`src/rtl/bqd_pkg.sv`:
```
// Shared types, constants and the microcode table of the biquad filter.
// No dependencies; every other file imports this package.
package bqd_pkg;

  localparam int BQD_CHANNELS = 8;

  localparam int SMP_W   = 24;
  localparam int CHAN_W  = 3;
  localparam int COEF_W  = 20;
  localparam int DLY_W   = 32;
  localparam int FRAC_SH = 16;
  localparam int PROD_W  = COEF_W + DLY_W;
  localparam int ACC_W   = 56;
  localparam int STEP_W  = 3;
  localparam int CFG_IDX_W = 3;

  // register indexes of the configuration port
  localparam logic [CFG_IDX_W-1:0] REG_B0 = 3'd0;
  localparam logic [CFG_IDX_W-1:0] REG_B1 = 3'd1;
  localparam logic [CFG_IDX_W-1:0] REG_B2 = 3'd2;
  localparam logic [CFG_IDX_W-1:0] REG_A1 = 3'd3;
  localparam logic [CFG_IDX_W-1:0] REG_A2 = 3'd4;

  localparam logic [STEP_W-1:0] STEP_IDLE = 3'd0;
  localparam logic [STEP_W-1:0] STEP_LAST = 3'd7;

  typedef enum logic [2:0] {COEF_B0, COEF_B1, COEF_B2, COEF_A1, COEF_A2} coef_sel_e;
  typedef enum logic [1:0] {WORD_W1, WORD_W2, WORD_WN} word_sel_e;
  typedef enum logic [2:0] {ACC_HOLD, ACC_LOAD_X, ACC_SUB, ACC_ADD, ACC_LOAD_P} acc_op_e;
  typedef enum logic [1:0] {SEQ_WAIT_IN, SEQ_NEXT, SEQ_FINISH} seq_e;

  typedef struct packed {
    coef_sel_e coef_sel;
    word_sel_e word_sel;
    acc_op_e   acc_op;
    logic      w_latch;
    seq_e      seq;
  } ctrl_t;

  typedef struct packed {
    logic signed [COEF_W-1:0] b0;
    logic signed [COEF_W-1:0] b1;
    logic signed [COEF_W-1:0] b2;
    logic signed [COEF_W-1:0] a1;
    logic signed [COEF_W-1:0] a2;
  } coef_t;

  localparam logic signed [COEF_W-1:0] COEF_ONE = 20'sd65536;

  // Program: feedback sum, latch w, feedforward sum, commit.
  // The product register sits one step behind the accumulator.
  function automatic ctrl_t bqd_ucode(input logic [STEP_W-1:0] step);
    ctrl_t c;
    c = '{coef_sel: COEF_B0, word_sel: WORD_W1, acc_op: ACC_HOLD,
          w_latch: 1'b0, seq: SEQ_NEXT};
    unique case (step)
      3'd0: c.seq = SEQ_WAIT_IN;
      3'd1: begin
        c.coef_sel = COEF_A1; c.word_sel = WORD_W1; c.acc_op = ACC_LOAD_X;
      end
      3'd2: begin
        c.coef_sel = COEF_A2; c.word_sel = WORD_W2; c.acc_op = ACC_SUB;
      end
      3'd3: begin
        c.coef_sel = COEF_B1; c.word_sel = WORD_W1; c.acc_op = ACC_SUB;
      end
      3'd4: begin
        c.coef_sel = COEF_B2; c.word_sel = WORD_W2; c.acc_op = ACC_LOAD_P;
        c.w_latch = 1'b1;
      end
      3'd5: begin
        c.coef_sel = COEF_B0; c.word_sel = WORD_WN; c.acc_op = ACC_ADD;
      end
      3'd6: c.acc_op = ACC_ADD;
      3'd7: c.seq = SEQ_FINISH;
      default: c.seq = SEQ_WAIT_IN;
    endcase
    return c;
  endfunction

endpackage

```
`src/rtl/bqd_if.sv`:
```
// Valid/ready channel interfaces for input and result items.
// Depends on bqd_pkg for field widths.
interface bqd_in_if import bqd_pkg::*; ();
  logic                     valid;
  logic                     ready;
  logic signed [SMP_W-1:0]  sample_in;
  logic [CHAN_W-1:0]        chan;
  modport source (output valid, sample_in, chan, input ready);
  modport sink   (input valid, sample_in, chan, output ready);
endinterface

interface bqd_out_if import bqd_pkg::*; ();
  logic                     valid;
  logic                     ready;
  logic signed [SMP_W-1:0]  sample_out;
  modport source (output valid, sample_out, input ready);
  modport sink   (input valid, sample_out, output ready);
endinterface

```
`src/rtl/biquad_df2_filter.sv`:
```
// Top level of the multichannel biquad: coefficient registers, microcode
// sequencer and handshakes. Depends on bqd_pkg, bqd_if and bqd_datapath.
//
// Each item goes through one idle step that takes the item and reads the
// channel's delay words, then seven program steps through a single
// shared 20x32 multiplier with a registered product feeding one 56-bit
// accumulator. The next item is taken when the program returns to its idle
// step; a finished result waits in the output register, and the program
// stalls only in its last step if the previous result has not been taken.
// Delay state lives in a CHANNELS-deep memory with per-channel valid bits
// cleared by reset, so no clearing pass is needed. Channels at or above
// CHANNELS give 0 and leave all state alone. Coefficients must be written
// through the cfg port only while the block is idle; this is not enforced.
module biquad_df2_filter import bqd_pkg::*; #(
  parameter int CHANNELS = BQD_CHANNELS
) (
  input  logic                 clk_i,
  input  logic                 rst_ni,
  bqd_in_if.sink               in_i,
  bqd_out_if.source            out_o,
  input  logic                 cfg_we_i,
  input  logic [CFG_IDX_W-1:0] cfg_idx_i,
  input  logic [COEF_W-1:0]    cfg_data_i
);

  logic [STEP_W-1:0] step_q, step_d;
  logic              out_valid_q, out_valid_d;
  coef_t             coef_q;
  ctrl_t             ctrl;
  logic              in_fire, commit;

  assign ctrl = bqd_ucode(step_q);

  always_ff @(posedge clk_i or negedge rst_ni) begin
    if (!rst_ni) begin
      coef_q <= '{b0: COEF_ONE, b1: '0, b2: '0, a1: '0, a2: '0};
    end else if (cfg_we_i) begin
      unique case (cfg_idx_i)
        REG_B0:  coef_q.b0 <= cfg_data_i;
        REG_B1:  coef_q.b1 <= cfg_data_i;
        REG_B2:  coef_q.b2 <= cfg_data_i;
        REG_A1:  coef_q.a1 <= cfg_data_i;
        REG_A2:  coef_q.a2 <= cfg_data_i;
        default: ;
      endcase
    end
  end

  // handshake outputs
  always_comb begin
    in_i.ready = (ctrl.seq == SEQ_WAIT_IN);
    in_fire    = in_i.valid && in_i.ready;
    commit     = (ctrl.seq == SEQ_FINISH) && (!out_valid_q || out_o.ready);
  end

  // next step and result valid
  always_comb begin
    unique case (ctrl.seq)
      SEQ_WAIT_IN: step_d = in_fire ? step_q + STEP_W'(1) : step_q;
      SEQ_NEXT:    step_d = step_q + STEP_W'(1);
      SEQ_FINISH:  step_d = commit ? STEP_IDLE : step_q;
      default:     step_d = STEP_IDLE;
    endcase
    if (commit) begin
      out_valid_d = 1'b1;
    end else if (out_o.ready) begin
      out_valid_d = 1'b0;
    end else begin
      out_valid_d = out_valid_q;
    end
  end

  always_ff @(posedge clk_i or negedge rst_ni) begin
    if (!rst_ni) begin
      step_q      <= STEP_IDLE;
      out_valid_q <= 1'b0;
    end else begin
      step_q      <= step_d;
      out_valid_q <= out_valid_d;
    end
  end

  bqd_datapath #(
    .CHANNELS (CHANNELS)
  ) u_datapath (
    .clk_i    (clk_i),
    .rst_ni   (rst_ni),
    .ctrl_i   (ctrl),
    .load_i   (in_fire),
    .commit_i (commit),
    .sample_i (in_i.sample_in),
    .chan_i   (in_i.chan),
    .coef_i   (coef_q),
    .sample_o (out_o.sample_out)
  );

  assign out_o.valid = out_valid_q;

  // a result appears only out of the last program step
  assert property (@(posedge clk_i) disable iff (!rst_ni)
    $rose(out_valid_q) |-> $past(step_q) == STEP_LAST)
    else $error("result valid without finishing the program");

  // an accepted item starts the program on the next cycle
  assert property (@(posedge clk_i) disable iff (!rst_ni)
    in_fire |=> step_q == STEP_IDLE + STEP_W'(1))
    else $error("program did not start after accept");

  // a blocked result holds the program in its last step
  assert property (@(posedge clk_i) disable iff (!rst_ni)
    (step_q == STEP_LAST && out_valid_q && !out_o.ready) |=> step_q == STEP_LAST)
    else $error("program left last step while output blocked");

endmodule

```
`src/rtl/bqd_datapath.sv`:
```
// Datapath of the biquad: delay memory, shared multiplier, accumulator,
// rounding and saturation, result register. Depends on bqd_pkg.
module bqd_datapath import bqd_pkg::*; #(
  parameter int CHANNELS = BQD_CHANNELS
) (
  input  logic                    clk_i,
  input  logic                    rst_ni,
  input  ctrl_t                   ctrl_i,
  input  logic                    load_i,
  input  logic                    commit_i,
  input  logic signed [SMP_W-1:0] sample_i,
  input  logic [CHAN_W-1:0]       chan_i,
  input  coef_t                   coef_i,
  output logic signed [SMP_W-1:0] sample_o
);

  localparam int CH_W = (CHANNELS > 1) ? $clog2(CHANNELS) : 1;

  logic [2*DLY_W-1:0] mem [CHANNELS];
  logic [CHANNELS-1:0] vld_q;

  logic [2*DLY_W-1:0]       rd_q;
  logic                     rd_vld_q;
  logic signed [SMP_W-1:0]  x_q;
  logic [CHAN_W-1:0]        ch_q;
  logic                     in_rng_q;
  logic signed [PROD_W-1:0] prod_q;
  logic signed [ACC_W-1:0]  acc_q, acc_d;
  logic signed [DLY_W-1:0]  w_q;
  logic signed [SMP_W-1:0]  out_q;

  logic [CH_W+CHAN_W-1:0]   in_ext, ch_ext;
  logic [CH_W-1:0]          rd_idx, wr_idx;
  logic                     in_rng;
  logic signed [DLY_W-1:0]  w1, w2, word;
  logic signed [COEF_W-1:0] coef;
  logic signed [ACC_W-1:0]  prod_ext, rnd;
  logic signed [ACC_W-FRAC_SH-1:0] sh;
  logic signed [DLY_W-1:0]  w_sat;
  logic signed [SMP_W-1:0]  y_sat;

  assign in_ext = {{CH_W{1'b0}}, chan_i};
  assign ch_ext = {{CH_W{1'b0}}, ch_q};
  assign rd_idx = in_ext[CH_W-1:0];
  assign wr_idx = ch_ext[CH_W-1:0];
  assign in_rng = (32'(chan_i) < CHANNELS);

  // never-written channels read as zero state
  assign w1 = rd_vld_q ? $signed(rd_q[2*DLY_W-1:DLY_W]) : '0;
  assign w2 = rd_vld_q ? $signed(rd_q[DLY_W-1:0]) : '0;

  always_comb begin
    unique case (ctrl_i.coef_sel)
      COEF_B0: coef = coef_i.b0;
      COEF_B1: coef = coef_i.b1;
      COEF_B2: coef = coef_i.b2;
      COEF_A1: coef = coef_i.a1;
      COEF_A2: coef = coef_i.a2;
      default: coef = coef_i.b0;
    endcase
    unique case (ctrl_i.word_sel)
      WORD_W1: word = w1;
      WORD_W2: word = w2;
      WORD_WN: word = w_q;
      default: word = w1;
    endcase
  end

  assign prod_ext = {{(ACC_W-PROD_W){prod_q[PROD_W-1]}}, prod_q};

  always_comb begin
    unique case (ctrl_i.acc_op)
      ACC_HOLD:   acc_d = acc_q;
      ACC_LOAD_X: acc_d = {{(ACC_W-SMP_W-FRAC_SH){x_q[SMP_W-1]}}, x_q, {FRAC_SH{1'b0}}};
      ACC_SUB:    acc_d = acc_q - prod_ext;
      ACC_ADD:    acc_d = acc_q + prod_ext;
      ACC_LOAD_P: acc_d = prod_ext;
      default:    acc_d = acc_q;
    endcase
  end

  // round half up, then saturate by checking the bits above the target sign
  assign rnd = acc_q + (ACC_W'(1) <<< (FRAC_SH - 1));
  assign sh  = rnd[ACC_W-1:FRAC_SH];

  always_comb begin
    if (&sh[ACC_W-FRAC_SH-1:DLY_W-1] || ~|sh[ACC_W-FRAC_SH-1:DLY_W-1]) begin
      w_sat = sh[DLY_W-1:0];
    end else begin
      w_sat = sh[ACC_W-FRAC_SH-1] ? {1'b1, {(DLY_W-1){1'b0}}} : {1'b0, {(DLY_W-1){1'b1}}};
    end
    if (&sh[ACC_W-FRAC_SH-1:SMP_W-1] || ~|sh[ACC_W-FRAC_SH-1:SMP_W-1]) begin
      y_sat = sh[SMP_W-1:0];
    end else begin
      y_sat = sh[ACC_W-FRAC_SH-1] ? {1'b1, {(SMP_W-1){1'b0}}} : {1'b0, {(SMP_W-1){1'b1}}};
    end
  end

  always_ff @(posedge clk_i) begin
    if (load_i) begin
      rd_q     <= mem[rd_idx];
      x_q      <= sample_i;
      ch_q     <= chan_i;
      in_rng_q <= in_rng;
    end
    if (commit_i && in_rng_q) begin
      mem[wr_idx] <= {w_q, w1};
    end
    prod_q <= coef * word;
    acc_q  <= acc_d;
    if (ctrl_i.w_latch) begin
      w_q <= w_sat;
    end
    if (commit_i) begin
      out_q <= in_rng_q ? y_sat : '0;
    end
  end

  always_ff @(posedge clk_i or negedge rst_ni) begin
    if (!rst_ni) begin
      vld_q    <= '0;
      rd_vld_q <= 1'b0;
    end else begin
      if (load_i) begin
        rd_vld_q <= vld_q[rd_idx];
      end
      if (commit_i && in_rng_q) begin
        vld_q[wr_idx] <= 1'b1;
      end
    end
  end

  assign sample_o = out_q;

endmodule
```
`src/flat_wrapper.sv`:
```
// flat-port wrapper written by rule: the top's interface ports become plain ports
module biquad_df2_filter_flat import bqd_pkg::*;
#(
  parameter int CHANNELS = BQD_CHANNELS
)
  (clk_i, rst_ni, cfg_we_i, cfg_idx_i, cfg_data_i, in_i_valid, in_i_sample_in, in_i_chan, in_i_ready, out_o_valid, out_o_sample_out, out_o_ready);
  bqd_in_if in_i_i ();
  bqd_out_if out_o_i ();
  input  logic clk_i;
  input  logic rst_ni;
  input  logic cfg_we_i;
  input  logic [CFG_IDX_W-1:0] cfg_idx_i;
  input  logic [COEF_W-1:0] cfg_data_i;
  input wire logic [$bits(in_i_i.valid)-1:0] in_i_valid;
  input wire logic [$bits(in_i_i.sample_in)-1:0] in_i_sample_in;
  input wire logic [$bits(in_i_i.chan)-1:0] in_i_chan;
  output wire logic [$bits(in_i_i.ready)-1:0] in_i_ready;
  output wire logic [$bits(out_o_i.valid)-1:0] out_o_valid;
  output wire logic [$bits(out_o_i.sample_out)-1:0] out_o_sample_out;
  input wire logic [$bits(out_o_i.ready)-1:0] out_o_ready;
  assign in_i_i.valid = in_i_valid;
  assign in_i_i.sample_in = in_i_sample_in;
  assign in_i_i.chan = in_i_chan;
  assign in_i_ready = in_i_i.ready;
  assign out_o_valid = out_o_i.valid;
  assign out_o_sample_out = out_o_i.sample_out;
  assign out_o_i.ready = out_o_ready;
  biquad_df2_filter #(.CHANNELS(CHANNELS)) u_core (.clk_i(clk_i), .rst_ni(rst_ni), .in_i(in_i_i), .out_o(out_o_i), .cfg_we_i(cfg_we_i), .cfg_idx_i(cfg_idx_i), .cfg_data_i(cfg_data_i));
endmodule
```
`config.mk`:
```
export PLATFORM = sky130hd
export DESIGN_NAME = biquad_df2_filter_flat
export DESIGN_NICKNAME = d
export VERILOG_FILES = /design/src/rtl/bqd_pkg.sv /design/src/rtl/bqd_if.sv /design/src/rtl/biquad_df2_filter.sv /design/src/rtl/bqd_datapath.sv /design/src/flat_wrapper.sv
export SDC_FILE = /design/constraint.sdc
export NUM_CORES = 2
export LEC_CHECK = 0
export BUFFER_PORTS_ARGS = -buffer_cell sky130_fd_sc_hd__buf_4
export CELL_PAD_IN_SITES_DETAIL_PLACEMENT = 1
export CELL_PAD_IN_SITES_GLOBAL_PLACEMENT = 2
export CORE_AREA = 5 5 396 398
export DETAILED_ROUTE_END_ITERATION = 10
export DIE_AREA = 0 0 401 403
export PLACE_DENSITY = 0.69
export SKIP_LAST_GASP = 1
export SLEW_MARGIN = 40
export SYNTH_ARGS = -nofsm -noshare
export SYNTH_HDL_FRONTEND = slang
export SYNTH_SLANG_ARGS = --single-unit
```
`constraint.sdc`:
```
create_clock -name clk_i -period 11.8 [get_ports clk_i]
set_input_delay 2.36 -clock clk_i [delete_from_list [all_inputs] [get_ports clk_i]]
set_output_delay 2.36 -clock clk_i [all_outputs]
set_load 0.005 [all_outputs]
```
==> key figures <==
Outcome
  • Outcome: complete, no violations

Timing
  • Normalized max-slew margin: 42.90%
  • Fin crit share: a little under nine tenths
  • Setup skew after layout: 0.06324 ns
  • Peak Freq: 98.88 MHz
  • Final Max Slew Viols: 0
  • RSZ-0062 raised after global routing: false
  • Setup TNS: 0 ns
  • Fin. Hold Viols: 0
  • Measured slew at the worst slew-check pin: approximately 0.86 ns
  • Final setup vio count: 0
  • Minimum clock period: between 10 and 15 ns

Floorplan
  • FP Rows: ~140
  • Die X: 401 µm
  • Die footprint: 161600 µm²
  • I/O Pins: 81
  • Die height: around 400 µm
  • Core area: 153000 µm²
  • Starting Density: 39.58%

CTS
  • CTS resizes: 0
  • H-tree depth: 3
  • Root Buffer: clkbuf_16
  • CTS max path bufs: 3
  • Worst-path clk slew: 0.06 ns
  • Post-CTS Setup Bufs: 0
  • CTS buffer count: 94
  • Clock sinks: between 800 and 900
  • CTS tree: done
  • Post-CTS Hold Buffers: 0
  • Clock latency on the worst-skew pair: roughly 0.72 ns

Setup path
  • CP Capture Type: register
  • RR Endpoint: u_core.u_datapath.prod_q[51]
  • Worst R2R Start: u_core.step_q[0]
  • Max incr delay on CP: 0.77 ns
  • CP most frequent cell: inv_1
  • Worst R2R Path Depth: 34
  • Crit path kind: register to register
  • CP max stage cell: a2111oi_1
  • Register-to-register setup slack: approximately 1.7 ns
  • WP data arrival: 10.75 ns
  • CP Launch Type: register
  • Crit-path max FO: 32
  • WP data required: between 10 and 15 ns

Logic synthesis
  • Cells after synthesis: 5109
  • Count leader, synth: inv_1
  • Ys flop type: edfxtp_1
  • Mapped Area: roughly 61000 µm²
  • Synth top area share: roughly 35%
  • Syn_nets: around 6000
  • Yosys cell types: between 80 and 90
  • Async set-reset flop share out of synthesis: between 10 and 15%
  • Synth cell count leaders: inv_1, edfxtp_1, fa_1
  • Synth warn: 0
  • Synth Area per Inst: 11.85 µm²
  • Post-synth EDFFs: slightly above 700
  • Yosys top cell by area: edfxtp_1
  • Flops & latches, synth: 880
  • Register area share after synthesis: a little over two fifths
  • Top cells by area, synth: edfxtp_1, fa_1, mux4_2

Detailed routing
  • WL per Instance: about 27 µm
  • Remaining antenna violation count: 0
  • First-pass iteration count of the detailed router: 5
  • Detailed Route WL: just under 200000 µm
  • Vias: about 40000
  • Final routed DRC violation total: 0
  • Drt via density: 5.429
  • Initial DRC count: 2675

Global route
  • First-pass GRT wire length: 290100 µm
  • GR peak layer: met2
  • Met2 Use GR: 40.31%
  • Total congestion overflow: 0
  • Met3 GRT Util: under 10%
  • Vias in the first global route: ~42000
  • Global Route met1 Usage: ~34%
  • Largest net degree at the start of global routing: between 80 and 90
  • Initial antenna violation count: 8
  • Total Routing Usage GR: between 20% and 30%

Place
  • Placer Congestion: around 0.9
  • Hpwl dp: 144600 µm
  • I/O Buffers: 80

Worst hold path
  • Hold Path Depth: 1
  • Worst Hold Class: register to register
  • Hold path endpoint: u_core.u_datapath.vld_q[2]
  • HP Start: u_core.u_datapath.vld_q[2]

Layout
  • Share of cells above drive strength 1: a little over an eighth
  • Post-layout nets: about 6100
  • Layout area overhead: 10.74%

Job
  • MaxCap Viol Count: 0
sequential cells by signal, indices dropped and copies added, names as in the netlist:
name	count
u_core.u_datapath.ch_q	3
u_core.u_datapath.rd_vld_q	1
u_core.step_q	3
u_core.u_datapath.acc_q	56
u_core.u_datapath.w_q	32
u_core.coef_q	100
u_core.u_datapath.vld_q	8
u_core.u_datapath.x_q	24
u_core.out_o.valid	1
u_core.u_datapath.mem	512
u_core.u_datapath.rd_q	64
u_core.u_datapath.sample_o	24
u_core.u_datapath.prod_q	52
per-stage QoR:
step	instance area (µm²)	cells	hold WS, ns	worst slack, ns	util [%]
6_report	67050	7290	0.4644	1.687	43.83
5_1_grt	67040	7287	0.4794	1.026	43.83
4_1_cts	67000	7284	0.4682	1.669	43.80
3_5_place_dp	63980	7112	0.4502	1.687	41.82
3_3_place_gp	63840	7108	0.4460	1.310	41.74
2_1_floorplan	60550	5109	0.4337	2.975	-
final cells by class:
| cell class | instances | area [µm²] |
|---|---|---|
| timing repair buffer | 196 | 1551 |
| inverter | 772 | 2900 |
| clock buffer | 125 | 2571 |
| multi-input combinational | 3223 | 31660 |
| sequential | 880 | 25340 |
| tap | 2044 | 2557 |
| antenna | 3 | 7.507 |
| fill | 16070 | 85920 |
| clock inverter | 47 | 457.9 |
logic make-up (layout without fill, tap and decap cells):
logic type,count (synthesis),count (layout),share of synthesized area [%]
other,0,3,0
buffers and inverters,1006,1140,6.247
adders and majority gates,833,833,25.11
xor gates and xnor gates,187,187,2.705
muxes,304,304,8.059
AOI/OAI and AO/OA,664,664,6.935
DFF,880,880,41.85
and+or+nand+nor,1235,1235,9.088
how the worst max path moves through the flow:
stage | start | endpoint | slack, ns | depth (start not counted)
after floorplan | u_core.step_q[0] | u_core.u_datapath.prod_q[51] | 2.98 | 33
after global placement | u_core.step_q[0] | u_core.u_datapath.prod_q[51] | 1.31 | 31
after detailed placement | u_core.step_q[0] | u_core.u_datapath.prod_q[51] | 1.69 | 34
after CTS | u_core.step_q[0] | u_core.u_datapath.prod_q[51] | 1.67 | 34
after global routing | u_core.step_q[0] | u_core.u_datapath.prod_q[51] | 1.03 | 34
final | u_core.step_q[0] | u_core.u_datapath.prod_q[51] | 1.69 | 34
routing by layer:
layer	share of wire, %	up-vias
li1	-	17330
met5	0	-
met1	45	21170
met3	4.6	182
met2	48	891
met4	2.6	0
placed cells by master, fill, tap and decap left out, drive strengths merged, types with 52 or more instances in the layout:
cell	count
ha	196
mux4	130
nand2	472
dfxtp	52
mux2	168
clkbuf	128
o21ai	165
edfxtp	715
a21oi	182
dfrtp	112
xor2	73
xnor2	114
and2	59
inv	774
nor2	440
fa	637
buf	193
worst max-delay path, delay by kind of cell (launching register included):
kind            cells  cell delay, ns
fa+ha+maj          10            4.41
compound gates     11            3.63
flops               1            0.46
xor+xnor            1            0.15
simple gates        3            0.56
buf+inv             9            0.81
Power is not shown: default switching activity piles up to over one toggle a cycle in this logic, so the estimate is an artifact.
